**config.mk**
```make
export PLATFORM = sky130hd
export DESIGN_NAME = morse_key_decoder
export DESIGN_NICKNAME = d
export VERILOG_FILES = /design/src/hw/rtl/mkd_pkg.sv /design/src/hw/rtl/mkd_front.sv /design/src/hw/rtl/mkd_fifo.sv /design/src/hw/rtl/mkd_back.sv /design/src/hw/rtl/morse_key_decoder.sv
export SDC_FILE = /design/constraint.sdc
export NUM_CORES = 1
export LEC_CHECK = 0
export BUFFER_PORTS_ARGS = -buffer_cell sky130_fd_sc_hd__buf_4
export CAP_MARGIN = 15
export CORE_MARGIN = 2
export CORE_UTILIZATION = 49
export CTS_CLUSTER_SIZE = 10
export DETAILED_ROUTE_END_ITERATION = 8
export PLACE_DENSITY = 0.69
export SLEW_MARGIN = 20
export SYNTH_ARGS = -nofsm -noshare
export SYNTH_HDL_FRONTEND = slang
export SYNTH_SLANG_ARGS = --single-unit
```
**constraint.sdc**
```tcl
create_clock -name i_clk -period 8.85 [get_ports i_clk]
set_input_delay 0.4425 -clock i_clk [delete_from_list [all_inputs] [get_ports i_clk]]
set_output_delay 0.4425 -clock i_clk [all_outputs]
set_load 0.02 [all_outputs]
```
**src/hw/rtl/mkd_pkg.sv**
```systemverilog
// ----------------------------------------------------------------------------
// mkd_pkg - shared types and constants of the Morse key decoder
// Register codes, configuration bundle, event kinds and the symbol table.
// ----------------------------------------------------------------------------
package mkd_pkg;

    localparam int CFG_W = 16;

    // Register indexes, byte address = 4 * index
    typedef enum logic [1:0] {
        REG_DOT_LIMIT  = 2'd0,
        REG_LETTER_GAP = 2'd1,
        REG_WORD_GAP   = 2'd2
    } t_reg_idx;

    localparam logic [CFG_W-1:0] DOT_LIMIT_RST  = 16'd200;
    localparam logic [CFG_W-1:0] LETTER_GAP_RST = 16'd1000;
    localparam logic [CFG_W-1:0] WORD_GAP_RST   = 16'd3000;

    typedef struct packed {
        logic [CFG_W-1:0] dot_limit;
        logic [CFG_W-1:0] letter_gap;
        logic [CFG_W-1:0] word_gap;
    } t_cfg;

    typedef enum logic {
        EV_LETTER = 1'b0,
        EV_SPACE  = 1'b1
    } t_ev_kind;

    localparam logic [6:0] CH_UNKNOWN = 7'd63;  // '?'
    localparam logic [6:0] CH_SPACE   = 7'd32;

    // Index is (1 << length) | pattern, dash = 1, newest symbol in bit 0
    function automatic logic [6:0] f_decode(input logic [5:0] idx);
        logic [6:0] c;
        case (idx)
            6'd2:    c = 7'd69;  // E
            6'd3:    c = 7'd84;  // T
            6'd4:    c = 7'd73;  // I
            6'd5:    c = 7'd65;  // A
            6'd6:    c = 7'd78;  // N
            6'd7:    c = 7'd77;  // M
            6'd8:    c = 7'd83;  // S
            6'd9:    c = 7'd85;  // U
            6'd10:   c = 7'd82;  // R
            6'd11:   c = 7'd87;  // W
            6'd12:   c = 7'd68;  // D
            6'd13:   c = 7'd75;  // K
            6'd14:   c = 7'd71;  // G
            6'd15:   c = 7'd79;  // O
            6'd16:   c = 7'd72;  // H
            6'd17:   c = 7'd86;  // V
            6'd18:   c = 7'd70;  // F
            6'd20:   c = 7'd76;  // L
            6'd22:   c = 7'd80;  // P
            6'd23:   c = 7'd74;  // J
            6'd24:   c = 7'd66;  // B
            6'd25:   c = 7'd88;  // X
            6'd26:   c = 7'd67;  // C
            6'd27:   c = 7'd89;  // Y
            6'd28:   c = 7'd90;  // Z
            6'd29:   c = 7'd81;  // Q
            6'd32:   c = 7'd53;  // 5
            6'd33:   c = 7'd52;  // 4
            6'd35:   c = 7'd51;  // 3
            6'd39:   c = 7'd50;  // 2
            6'd47:   c = 7'd49;  // 1
            6'd48:   c = 7'd54;  // 6
            6'd56:   c = 7'd55;  // 7
            6'd60:   c = 7'd56;  // 8
            6'd62:   c = 7'd57;  // 9
            6'd63:   c = 7'd48;  // 0
            default: c = CH_UNKNOWN;
        endcase
        return c;
    endfunction

endpackage

```
**src/hw/rtl/mkd_front.sv**
```systemverilog
// ----------------------------------------------------------------------------
// mkd_front - key timing and symbol collection
// Times presses and gaps, builds the symbol pattern and raises letter or
// space events for the back end.
// ----------------------------------------------------------------------------
module mkd_front #(
    parameter int MAX_SYMBOLS = 5,
    parameter int COUNT_BITS  = 16,
    parameter int CNT_W       = $clog2(MAX_SYMBOLS + 2),
    parameter int EV_W        = 1 + CNT_W + MAX_SYMBOLS
) (
    input  logic              i_clk,
    input  logic              i_rst_n,
    input  logic              i_accept,
    input  logic              i_key_down,
    input  mkd_pkg::t_cfg     i_cfg,
    output logic              o_ev_push,
    output logic [EV_W-1:0]   o_ev_data
);

    localparam int CMP_W = (COUNT_BITS > mkd_pkg::CFG_W) ? COUNT_BITS : mkd_pkg::CFG_W;
    localparam logic [COUNT_BITS-1:0] CNT_MAX = '1;
    localparam logic [CNT_W-1:0] SYM_MAX  = CNT_W'(MAX_SYMBOLS);
    localparam logic [CNT_W-1:0] SYM_OVFL = CNT_W'(MAX_SYMBOLS + 1);

    logic [COUNT_BITS-1:0]  r_press, n_press;
    logic [COUNT_BITS-1:0]  r_gap, n_gap;
    logic                   r_key_was_down, n_key_was_down;
    logic [MAX_SYMBOLS-1:0] r_pattern, n_pattern;
    logic [CNT_W-1:0]       r_count, n_count;
    logic                   r_letter_pend, n_letter_pend;
    logic                   r_space_pend, n_space_pend;

    logic [MAX_SYMBOLS-1:0] rel_pattern;
    logic [CNT_W-1:0]       rel_count;
    logic [COUNT_BITS-1:0]  gap_base;
    logic                   dash;
    logic                   letter_due, space_due;
    mkd_pkg::t_ev_kind      ev_kind;

    always_comb begin
        dash = CMP_W'(r_press) >= CMP_W'(i_cfg.dot_limit);
        // append the symbol of a press that just ended
        rel_pattern = r_pattern;
        rel_count   = r_count;
        if (r_key_was_down) begin
            if (r_count < SYM_MAX) begin
                rel_pattern = {r_pattern[MAX_SYMBOLS-2:0], dash};
                rel_count   = r_count + CNT_W'(1);
            end else begin
                rel_count   = SYM_OVFL;
            end
        end
        gap_base = r_key_was_down ? '0 : r_gap;
        n_gap    = (gap_base == CNT_MAX) ? CNT_MAX : gap_base + COUNT_BITS'(1);

        letter_due = (CMP_W'(n_gap) > CMP_W'(i_cfg.letter_gap)) && r_letter_pend;
        space_due  = (CMP_W'(n_gap) > CMP_W'(i_cfg.word_gap)) && r_space_pend
                     && !letter_due;
    end

    always_comb begin
        n_press        = r_press;
        n_key_was_down = r_key_was_down;
        n_pattern      = r_pattern;
        n_count        = r_count;
        n_letter_pend  = r_letter_pend;
        n_space_pend   = r_space_pend;
        o_ev_push      = 1'b0;
        ev_kind        = mkd_pkg::EV_LETTER;
        if (i_accept) begin
            if (i_key_down) begin
                n_press        = (r_press == CNT_MAX) ? CNT_MAX : r_press + COUNT_BITS'(1);
                n_key_was_down = 1'b1;
                n_letter_pend  = 1'b1;
                n_space_pend   = 1'b1;
            end else begin
                n_press        = '0;
                n_key_was_down = 1'b0;
                n_pattern      = rel_pattern;
                n_count        = rel_count;
                if (letter_due) begin
                    o_ev_push     = 1'b1;
                    n_pattern     = '0;
                    n_count       = '0;
                    n_letter_pend = 1'b0;
                end else if (space_due) begin
                    o_ev_push    = 1'b1;
                    ev_kind      = mkd_pkg::EV_SPACE;
                    n_space_pend = 1'b0;
                end
            end
        end
        o_ev_data = {ev_kind, rel_count, rel_pattern};
    end

    always_ff @(posedge i_clk) begin
        if (!i_rst_n) begin
            r_press        <= '0;
            r_gap          <= '0;
            r_key_was_down <= 1'b0;
            r_pattern      <= '0;
            r_count        <= '0;
            r_letter_pend  <= 1'b0;
            r_space_pend   <= 1'b0;
        end else begin
            r_press        <= n_press;
            if (i_accept) begin
                r_gap <= i_key_down ? '0 : n_gap;
            end
            r_key_was_down <= n_key_was_down;
            r_pattern      <= n_pattern;
            r_count        <= n_count;
            r_letter_pend  <= n_letter_pend;
            r_space_pend   <= n_space_pend;
        end
    end

endmodule

```
**src/hw/rtl/mkd_fifo.sv**
```systemverilog
// ----------------------------------------------------------------------------
// mkd_fifo - small event queue
// Register-based first-in first-out queue between front and back end.
// ----------------------------------------------------------------------------
module mkd_fifo #(
    parameter int WIDTH = 8,
    parameter int DEPTH = 2
) (
    input  logic             i_clk,
    input  logic             i_rst_n,
    input  logic             i_push,
    input  logic [WIDTH-1:0] i_data,
    output logic             o_full,
    input  logic             i_pop,
    output logic             o_valid,
    output logic [WIDTH-1:0] o_data
);

    localparam int AW = (DEPTH > 1) ? $clog2(DEPTH) : 1;
    localparam int CW = $clog2(DEPTH + 1);

    logic [WIDTH-1:0] r_mem [DEPTH];
    logic [AW-1:0]    r_wr_ptr, n_wr_ptr;
    logic [AW-1:0]    r_rd_ptr, n_rd_ptr;
    logic [CW-1:0]    r_fill, n_fill;
    logic             do_push, do_pop;

    assign o_full  = (r_fill == CW'(DEPTH));
    assign o_valid = (r_fill != '0);
    assign o_data  = r_mem[r_rd_ptr];
    assign do_push = i_push && !o_full;
    assign do_pop  = i_pop && o_valid;

    function automatic logic [AW-1:0] f_next(input logic [AW-1:0] p);
        return (p == AW'(DEPTH - 1)) ? '0 : p + AW'(1);
    endfunction

    always_comb begin
        n_wr_ptr = do_push ? f_next(r_wr_ptr) : r_wr_ptr;
        n_rd_ptr = do_pop ? f_next(r_rd_ptr) : r_rd_ptr;
        n_fill   = r_fill + CW'(do_push) - CW'(do_pop);
    end

    always_ff @(posedge i_clk) begin
        if (do_push) begin
            r_mem[r_wr_ptr] <= i_data;
        end
    end

    always_ff @(posedge i_clk) begin
        if (!i_rst_n) begin
            r_wr_ptr <= '0;
            r_rd_ptr <= '0;
            r_fill   <= '0;
        end else begin
            r_wr_ptr <= n_wr_ptr;
            r_rd_ptr <= n_rd_ptr;
            r_fill   <= n_fill;
        end
    end

endmodule

```
**src/hw/rtl/mkd_back.sv**
```systemverilog
// ----------------------------------------------------------------------------
// mkd_back - event decode and result register
// Turns queued events into ASCII and holds the oldest result for the sink.
// ----------------------------------------------------------------------------
module mkd_back #(
    parameter int MAX_SYMBOLS = 5,
    parameter int CNT_W       = $clog2(MAX_SYMBOLS + 2),
    parameter int EV_W        = 1 + CNT_W + MAX_SYMBOLS
) (
    input  logic            i_clk,
    input  logic            i_rst_n,
    input  logic            i_ev_valid,
    input  logic [EV_W-1:0] i_ev_data,
    output logic            o_ev_pop,
    output logic            o_empty,
    input  logic            i_pop,
    output logic [6:0]      o_char_code
);

    logic                   r_valid;
    logic [6:0]             r_char, n_char;
    mkd_pkg::t_ev_kind      ev_kind;
    logic [CNT_W-1:0]       ev_count;
    logic [MAX_SYMBOLS-1:0] ev_pattern;
    logic [MAX_SYMBOLS+4:0] pat_ext;
    logic [5:0]             idx;
    logic                   known_len;

    assign ev_kind    = mkd_pkg::t_ev_kind'(i_ev_data[EV_W-1]);
    assign ev_count   = i_ev_data[MAX_SYMBOLS +: CNT_W];
    assign ev_pattern = i_ev_data[MAX_SYMBOLS-1:0];
    assign pat_ext    = (MAX_SYMBOLS + 5)'(ev_pattern);

    // take a new event whenever the result register is free or drains now
    assign o_ev_pop    = i_ev_valid && (!r_valid || i_pop);
    assign o_empty     = !r_valid;
    assign o_char_code = r_char;

    always_comb begin
        known_len = (ev_count != '0) && (ev_count <= CNT_W'(5))
                    && (ev_count <= CNT_W'(MAX_SYMBOLS));
        idx = (6'd1 << ev_count[2:0]) | {1'b0, pat_ext[4:0]};
        case (ev_kind)
            mkd_pkg::EV_SPACE:  n_char = mkd_pkg::CH_SPACE;
            mkd_pkg::EV_LETTER: n_char = known_len ? mkd_pkg::f_decode(idx)
                                                   : mkd_pkg::CH_UNKNOWN;
            default:            n_char = mkd_pkg::CH_UNKNOWN;
        endcase
    end

    always_ff @(posedge i_clk) begin
        if (o_ev_pop) begin
            r_char <= n_char;
        end
    end

    always_ff @(posedge i_clk) begin
        if (!i_rst_n) begin
            r_valid <= 1'b0;
        end else if (o_ev_pop) begin
            r_valid <= 1'b1;
        end else if (i_pop) begin
            r_valid <= 1'b0;
        end
    end

endmodule

```
**src/hw/rtl/morse_key_decoder.sv**
```systemverilog
// ----------------------------------------------------------------------------
// morse_key_decoder - Morse key to ASCII decoder
// Samples one key level per item and delivers decoded letters, digits,
// '?' and word spaces through a queue-style result port.
// ----------------------------------------------------------------------------
// Push one key sample per millisecond tick. The block takes one item per
// clock while full is low: the front end updates its press and gap
// counters and the symbol pattern as it takes each sample, and any letter
// or space it calls for goes into a two-entry event queue. The back end
// decodes the oldest event through a constant table into the result
// register, which holds it until popped. With the result register free,
// a character passes through the event queue and then the result register
// before it is on the result ports. full rises only when the event queue
// is full, i.e. when two events wait behind an undelivered result, so
// three characters are pending. Program dot_limit (0x0), letter_gap (0x4)
// and word_gap (0x8) over the APB port while the block is idle; only the
// low 16 bits of each write are kept, and reads return the current values.
// ----------------------------------------------------------------------------
module morse_key_decoder #(
    parameter int MAX_SYMBOLS = 5,
    parameter int COUNT_BITS  = 16
) (
    input  logic        i_clk,
    input  logic        i_rst_n,
    // key samples
    input  logic        push,
    output logic        full,
    input  logic        i_key_down,
    // results
    output logic        empty,
    input  logic        pop,
    output logic [6:0]  o_char_code,
    // configuration
    input  logic        psel,
    input  logic        penable,
    input  logic        pwrite,
    input  logic [3:0]  paddr,
    input  logic [31:0] pwdata,
    output logic [31:0] prdata,
    output logic        pready
);

    localparam int CNT_W = $clog2(MAX_SYMBOLS + 2);
    localparam int EV_W  = 1 + CNT_W + MAX_SYMBOLS;
    localparam int Q_DEPTH = 2;

    mkd_pkg::t_cfg     r_cfg;
    mkd_pkg::t_reg_idx reg_idx;
    logic              cfg_wr;
    logic              accept;
    logic              ev_push, ev_full, ev_valid, ev_pop;
    logic [EV_W-1:0]   ev_wdata, ev_rdata;

    // ------------------------------------------------------------------
    // Configuration port: no wait states, write on the access phase
    // ------------------------------------------------------------------
    assign pready  = 1'b1;
    assign reg_idx = mkd_pkg::t_reg_idx'(paddr[3:2]);
    assign cfg_wr  = psel && penable && pwrite && pready;

    always_ff @(posedge i_clk) begin
        if (!i_rst_n) begin
            r_cfg.dot_limit  <= mkd_pkg::DOT_LIMIT_RST;
            r_cfg.letter_gap <= mkd_pkg::LETTER_GAP_RST;
            r_cfg.word_gap   <= mkd_pkg::WORD_GAP_RST;
        end else if (cfg_wr) begin
            case (reg_idx)
                mkd_pkg::REG_DOT_LIMIT:  r_cfg.dot_limit  <= pwdata[15:0];
                mkd_pkg::REG_LETTER_GAP: r_cfg.letter_gap <= pwdata[15:0];
                mkd_pkg::REG_WORD_GAP:   r_cfg.word_gap   <= pwdata[15:0];
                default: ;  // drop writes beyond the register list
            endcase
        end
    end

    always_comb begin
        case (reg_idx)
            mkd_pkg::REG_DOT_LIMIT:  prdata = 32'(r_cfg.dot_limit);
            mkd_pkg::REG_LETTER_GAP: prdata = 32'(r_cfg.letter_gap);
            mkd_pkg::REG_WORD_GAP:   prdata = 32'(r_cfg.word_gap);
            default:                 prdata = '0;
        endcase
    end

    // ------------------------------------------------------------------
    // Front end: hold off samples only while the event queue is full
    // ------------------------------------------------------------------
    assign full   = ev_full;
    assign accept = push && !full;

    mkd_front #(
        .MAX_SYMBOLS (MAX_SYMBOLS),
        .COUNT_BITS  (COUNT_BITS),
        .CNT_W       (CNT_W),
        .EV_W        (EV_W)
    ) u_front (
        .i_clk      (i_clk),
        .i_rst_n    (i_rst_n),
        .i_accept   (accept),
        .i_key_down (i_key_down),
        .i_cfg      (r_cfg),
        .o_ev_push  (ev_push),
        .o_ev_data  (ev_wdata)
    );

    // Event queue between the two halves
    mkd_fifo #(
        .WIDTH (EV_W),
        .DEPTH (Q_DEPTH)
    ) u_queue (
        .i_clk   (i_clk),
        .i_rst_n (i_rst_n),
        .i_push  (ev_push),
        .i_data  (ev_wdata),
        .o_full  (ev_full),
        .i_pop   (ev_pop),
        .o_valid (ev_valid),
        .o_data  (ev_rdata)
    );

    // Back end: decode and hold the oldest result
    mkd_back #(
        .MAX_SYMBOLS (MAX_SYMBOLS),
        .CNT_W       (CNT_W),
        .EV_W        (EV_W)
    ) u_back (
        .i_clk       (i_clk),
        .i_rst_n     (i_rst_n),
        .i_ev_valid  (ev_valid),
        .i_ev_data   (ev_rdata),
        .o_ev_pop    (ev_pop),
        .o_empty     (empty),
        .i_pop       (pop),
        .o_char_code (o_char_code)
    );

    // ------------------------------------------------------------------
    // Assertions
    // ------------------------------------------------------------------
    // a pressed key never produces an event
    a_press_no_event: assert property (@(posedge i_clk) disable iff (!i_rst_n)
        (accept && i_key_down) |-> !ev_push)
        else $error("event raised on a key-down sample");

    // a waiting event reaches the result register once it is free
    a_event_drains: assert property (@(posedge i_clk) disable iff (!i_rst_n)
        (ev_valid && (empty || pop)) |=> !empty)
        else $error("queued event not moved to the result register");

    // every delivered result is a space or a printable code up to 'Z'
    a_char_range: assert property (@(posedge i_clk) disable iff (!i_rst_n)
        !empty |-> (o_char_code >= 7'd32 && o_char_code <= 7'd90))
        else $error("result code out of range");

    // an event is never offered to a full queue
    a_no_overflow: assert property (@(posedge i_clk) disable iff (!i_rst_n)
        ev_push |-> !ev_full)
        else $error("event pushed into a full queue");

endmodule

```
==> results by group <==
Outcome
  – Status: complete, no violations

Floorplan
  – Row Count: 45
  – Die W: 128 um
  – Core Area: 15,100 um2
  – Die extent in y: 128 um
  – Area of the die: 16,300 um2
  – Initial Utilization: 49.8%
  – # IOs: 86

Worst setup path
  – Critical Path RT: 9130 ps
  – Critical path class: flip-flop to flip-flop
  – Worst setup path startpoint: u_front.r_key_was_down
  – Max FO, Critical Path: 26
  – Worst reg2reg path depth: 17
  – CP endpoint kind: flip-flop
  – Worst reg2reg startpoint: u_front.r_key_was_down
  – Startpoint types: flip-flop
  – Flop-to-flop setup slack: 3950 ps
  – Worst flop-to-flop path endpoint: u_queue.r_fill[1]
  – Worst Path Arrival: 5180 ps

Global route
  – Gr usage total: 22.6%
  – Vias in the first global route: 5,725
  – Global-route wire length before repair: 29.2 mm
  – Remaining global-route overflow: 0
  – Initial antenna violation count: 0
  – Largest net degree at the start of global routing: 61

Hold path
  – Hold_sp: pwdata[11]
  – Sink of the worst hold path: r_cfg[11]
  – Worst Hold Class: primary input to flip-flop
  – Hold path depth: 3

Placed design
  – Port Buf Inserts: 50
  – HPWL after detailed placement: 12.7 mm
  – RD Place Congestion: 0.841

Synthesis
  – Post-synthesis cell type count: 74
  – Post-Synth Adder-Cell Area: 9.66%
  – Mapped Cells: 912
  – Post-synthesis cell area: 7510 um2
  – Sequential share of the synthesized area: 35.8%
  – XOR/XNOR Fraction of Synth Area: 2.08%
  – EDFF count, synth: 25
  – Synth top area share: 25.8%
  – Area fraction in compound gates after synthesis: 19.8%
  – Mux cell area share after synthesis: 5.25%
  – Main combinational cell family by area after synthesis: simple AND/OR/NAND/NOR gates
  – Top FF cell, synth: dfxtp_1
  – Synth Register Bits: 122
  – Simple-Gate Fraction of Synth Area: 20.0%
  – Synth top area cells: dfxtp_1, edfxtp_1, ha_1
  – Synth Area per Inst: 8.24 um2
  – Synthesis Warnings: 0
  – Asr flop ratio synth: 0%
  – Post-synth top area cell: dfxtp_1

Clock tree
  – CTS tree: yes
  – H-tree level count: 4
  – Clk slew on worst S/H paths: 60 ps
  – Cts bufs inserted: 17
  – Worst skew pair latency: 420 ps
  – Sink Count: 122
  – # Post-CTS Setup Buffers: 0
  – Post-cts resize count: 0
  – Clock Tree Buf Depth: 2
  – Root Buffer: clkbuf_16
  – Cts hold-fix bufs: 0

Power
  – Leakage: 3.45 nW
  – VDD IR max: 0.000134 V
  – Total power: 1.66 mW
  – Pwr dens: 195 nW/um2

STA
  – Max-slew violations: 0
  – Slew @ Worst Pin: 1010 ps
  – Final Hold Viols: 0
  – Max Clock Freq: 204 MHz
  – RSZ-0062 raised after global routing: false
  – Fin crit period: 4900 ps
  – Final Cycle Share: 55.4%
  – Final setup TNS: 0 ps
  – Relative slew margins: 32.5%
  – Clock Skew: 7.47 ps
  – Worst hold margin: 270 ps
  – Finish-stage setup viols: 0

Route
  – Initial DRT Pass Iterations: 5
  – Vias: 6,492
  – Post-DRT Antenna Nets: 0
  – Via density per instance: 5.69
  – DRC viols: 0
  – Iteration-0 DRC count of the detailed router: 508
  – Total wire length: 18.0 mm
  – DR WL/cell: 15.8 um

Cells and area
  – Layout Utilization: 56.4%
  – Fill cell count: 1,380
  – # nets final: 1,042
  – Fraction of layout instances using a drive strength above 1: 11.6%
  – Area Growth Syn to Fin: 13.3%
  – Most frequent cells in the layout: nand2_1, dfxtp_1, a21oi_1
  – Commonest non-fill, non-tap cell in the layout: nand2_1
  – Ant. Diodes: 0

Job
  – Max_cap viols: 0
==> cell usage after synthesis, drive strengths merged, types with 5 or more instances <==
master / n
nand2: 140
dfxtp: 97
a21oi: 81
nor2: 63
ha: 58
inv: 56
o21ai: 50
nand3: 34
buf: 33
mux2i: 30
clkbuf: 29
edfxtp: 25
nor3: 23
o211ai: 18
a22oi: 15
nand4: 12
xnor2: 12
nand2b: 11
a21o: 9
a211oi: 8
a22o: 8
mux2: 8
nor2b: 8
a31oi: 7
and2: 7
and3: 7
o21a: 5
xor2: 5
==> layout make-up <==
class / instances / area, um2 / area share (%)
repair buffers: 56 / 420 / 4.94
inverters: 56 / 210 / 2.47
flip-flops and latches: 122 / 2690 / 31.6
clock inverters: 9 / 108 / 1.26
well taps: 188 / 235 / 2.76
clock buffers: 23 / 499 / 5.86
multi-input cells: 687 / 4350 / 51.1
==> flip-flops by register name (all words and copies together), names as in the netlist, named ones only <==
signal                  flops
u_front.r_space_pend        1
u_front.r_pattern           5
u_queue.r_rd_ptr            1
u_front.r_count             3
u_back.r_valid              1
u_front.r_key_was_down      1
r_cfg                      48
u_front.r_letter_pend       1
u_front.r_gap              16
u_queue.r_wr_ptr            1
u_back.o_char_code          7
u_front.r_press            16
u_queue.r_fill              2
u_queue.r_mem              18
==> worst max-delay path, cell delays in order, from the launching register on <==
cell	delay, ps
dfxtp_1	570
nor2b_1	440
ha_1	290
nand3_2	130
or3_4	400
or3_1	510
o21ai_0	280
ha_1	350
a21oi_1	140
o21ai_0	120
a221o_1	340
o32ai_1	280
a211o_1	220
o22ai_4	110
ha_1	230
xor2_1	160
xnor2_1	130
nor2_1	50
==> routing by layer <==
metal	up-vias	global-route usage, %	share of wire (%)	routed length, um
li1	3269	-	-	-
met1	3027	32.0	48	8600
met2	176	34.4	45	8140
met3	20	5.30	5.5	984
met4	0	6.66	1.5	278
met5	-	0	0	0
==> power by group <==
| part | switching (mW) | internal (mW) |
|---|---|---|
| sequential | 0.0283 | 0.607 |
| clock | 0.255 | 0.454 |
| combinational | 0.192 | 0.124 |
==> how the worst max path moves through the flow <==
stage                                     end  slack (ps)  cells after the start
after global routing        u_queue.r_fill[1]        3610                     17
after CTS                   u_queue.r_fill[1]        3950                     17
after detailed placement    u_queue.r_fill[1]        3970                     17
final                       u_queue.r_fill[1]        3950                     17
after global placement    u_queue.r_mem[1][3]        3990                     14
after floorplan             u_queue.r_fill[1]        4590                     20
==> through the flow <==
stage                     setup slack [ps]  std cells  instance area [um2]
after global routing                  3610       1141                 8510
after global placement                3990       1109                 7910
after detailed placement              3970       1109                 7910
after CTS                             3950       1141                 8510
after floorplan                       4590        927                 7570
final                                 3950       1141                 8510
==> logic make-up after synthesis <==
| family | after synthesis |
|---|---|
| flip-flops | 122 |
| buffers and inverters | 118 |
| AND/OR/NAND/NOR | 324 |
| adder cells (fa/ha/maj) | 58 |
| AO/OA/AOI/OAI | 233 |
| multiplexers | 38 |
| other | 2 |
| XOR/XNOR | 17 |
Power figures use the tool's default switching activity.
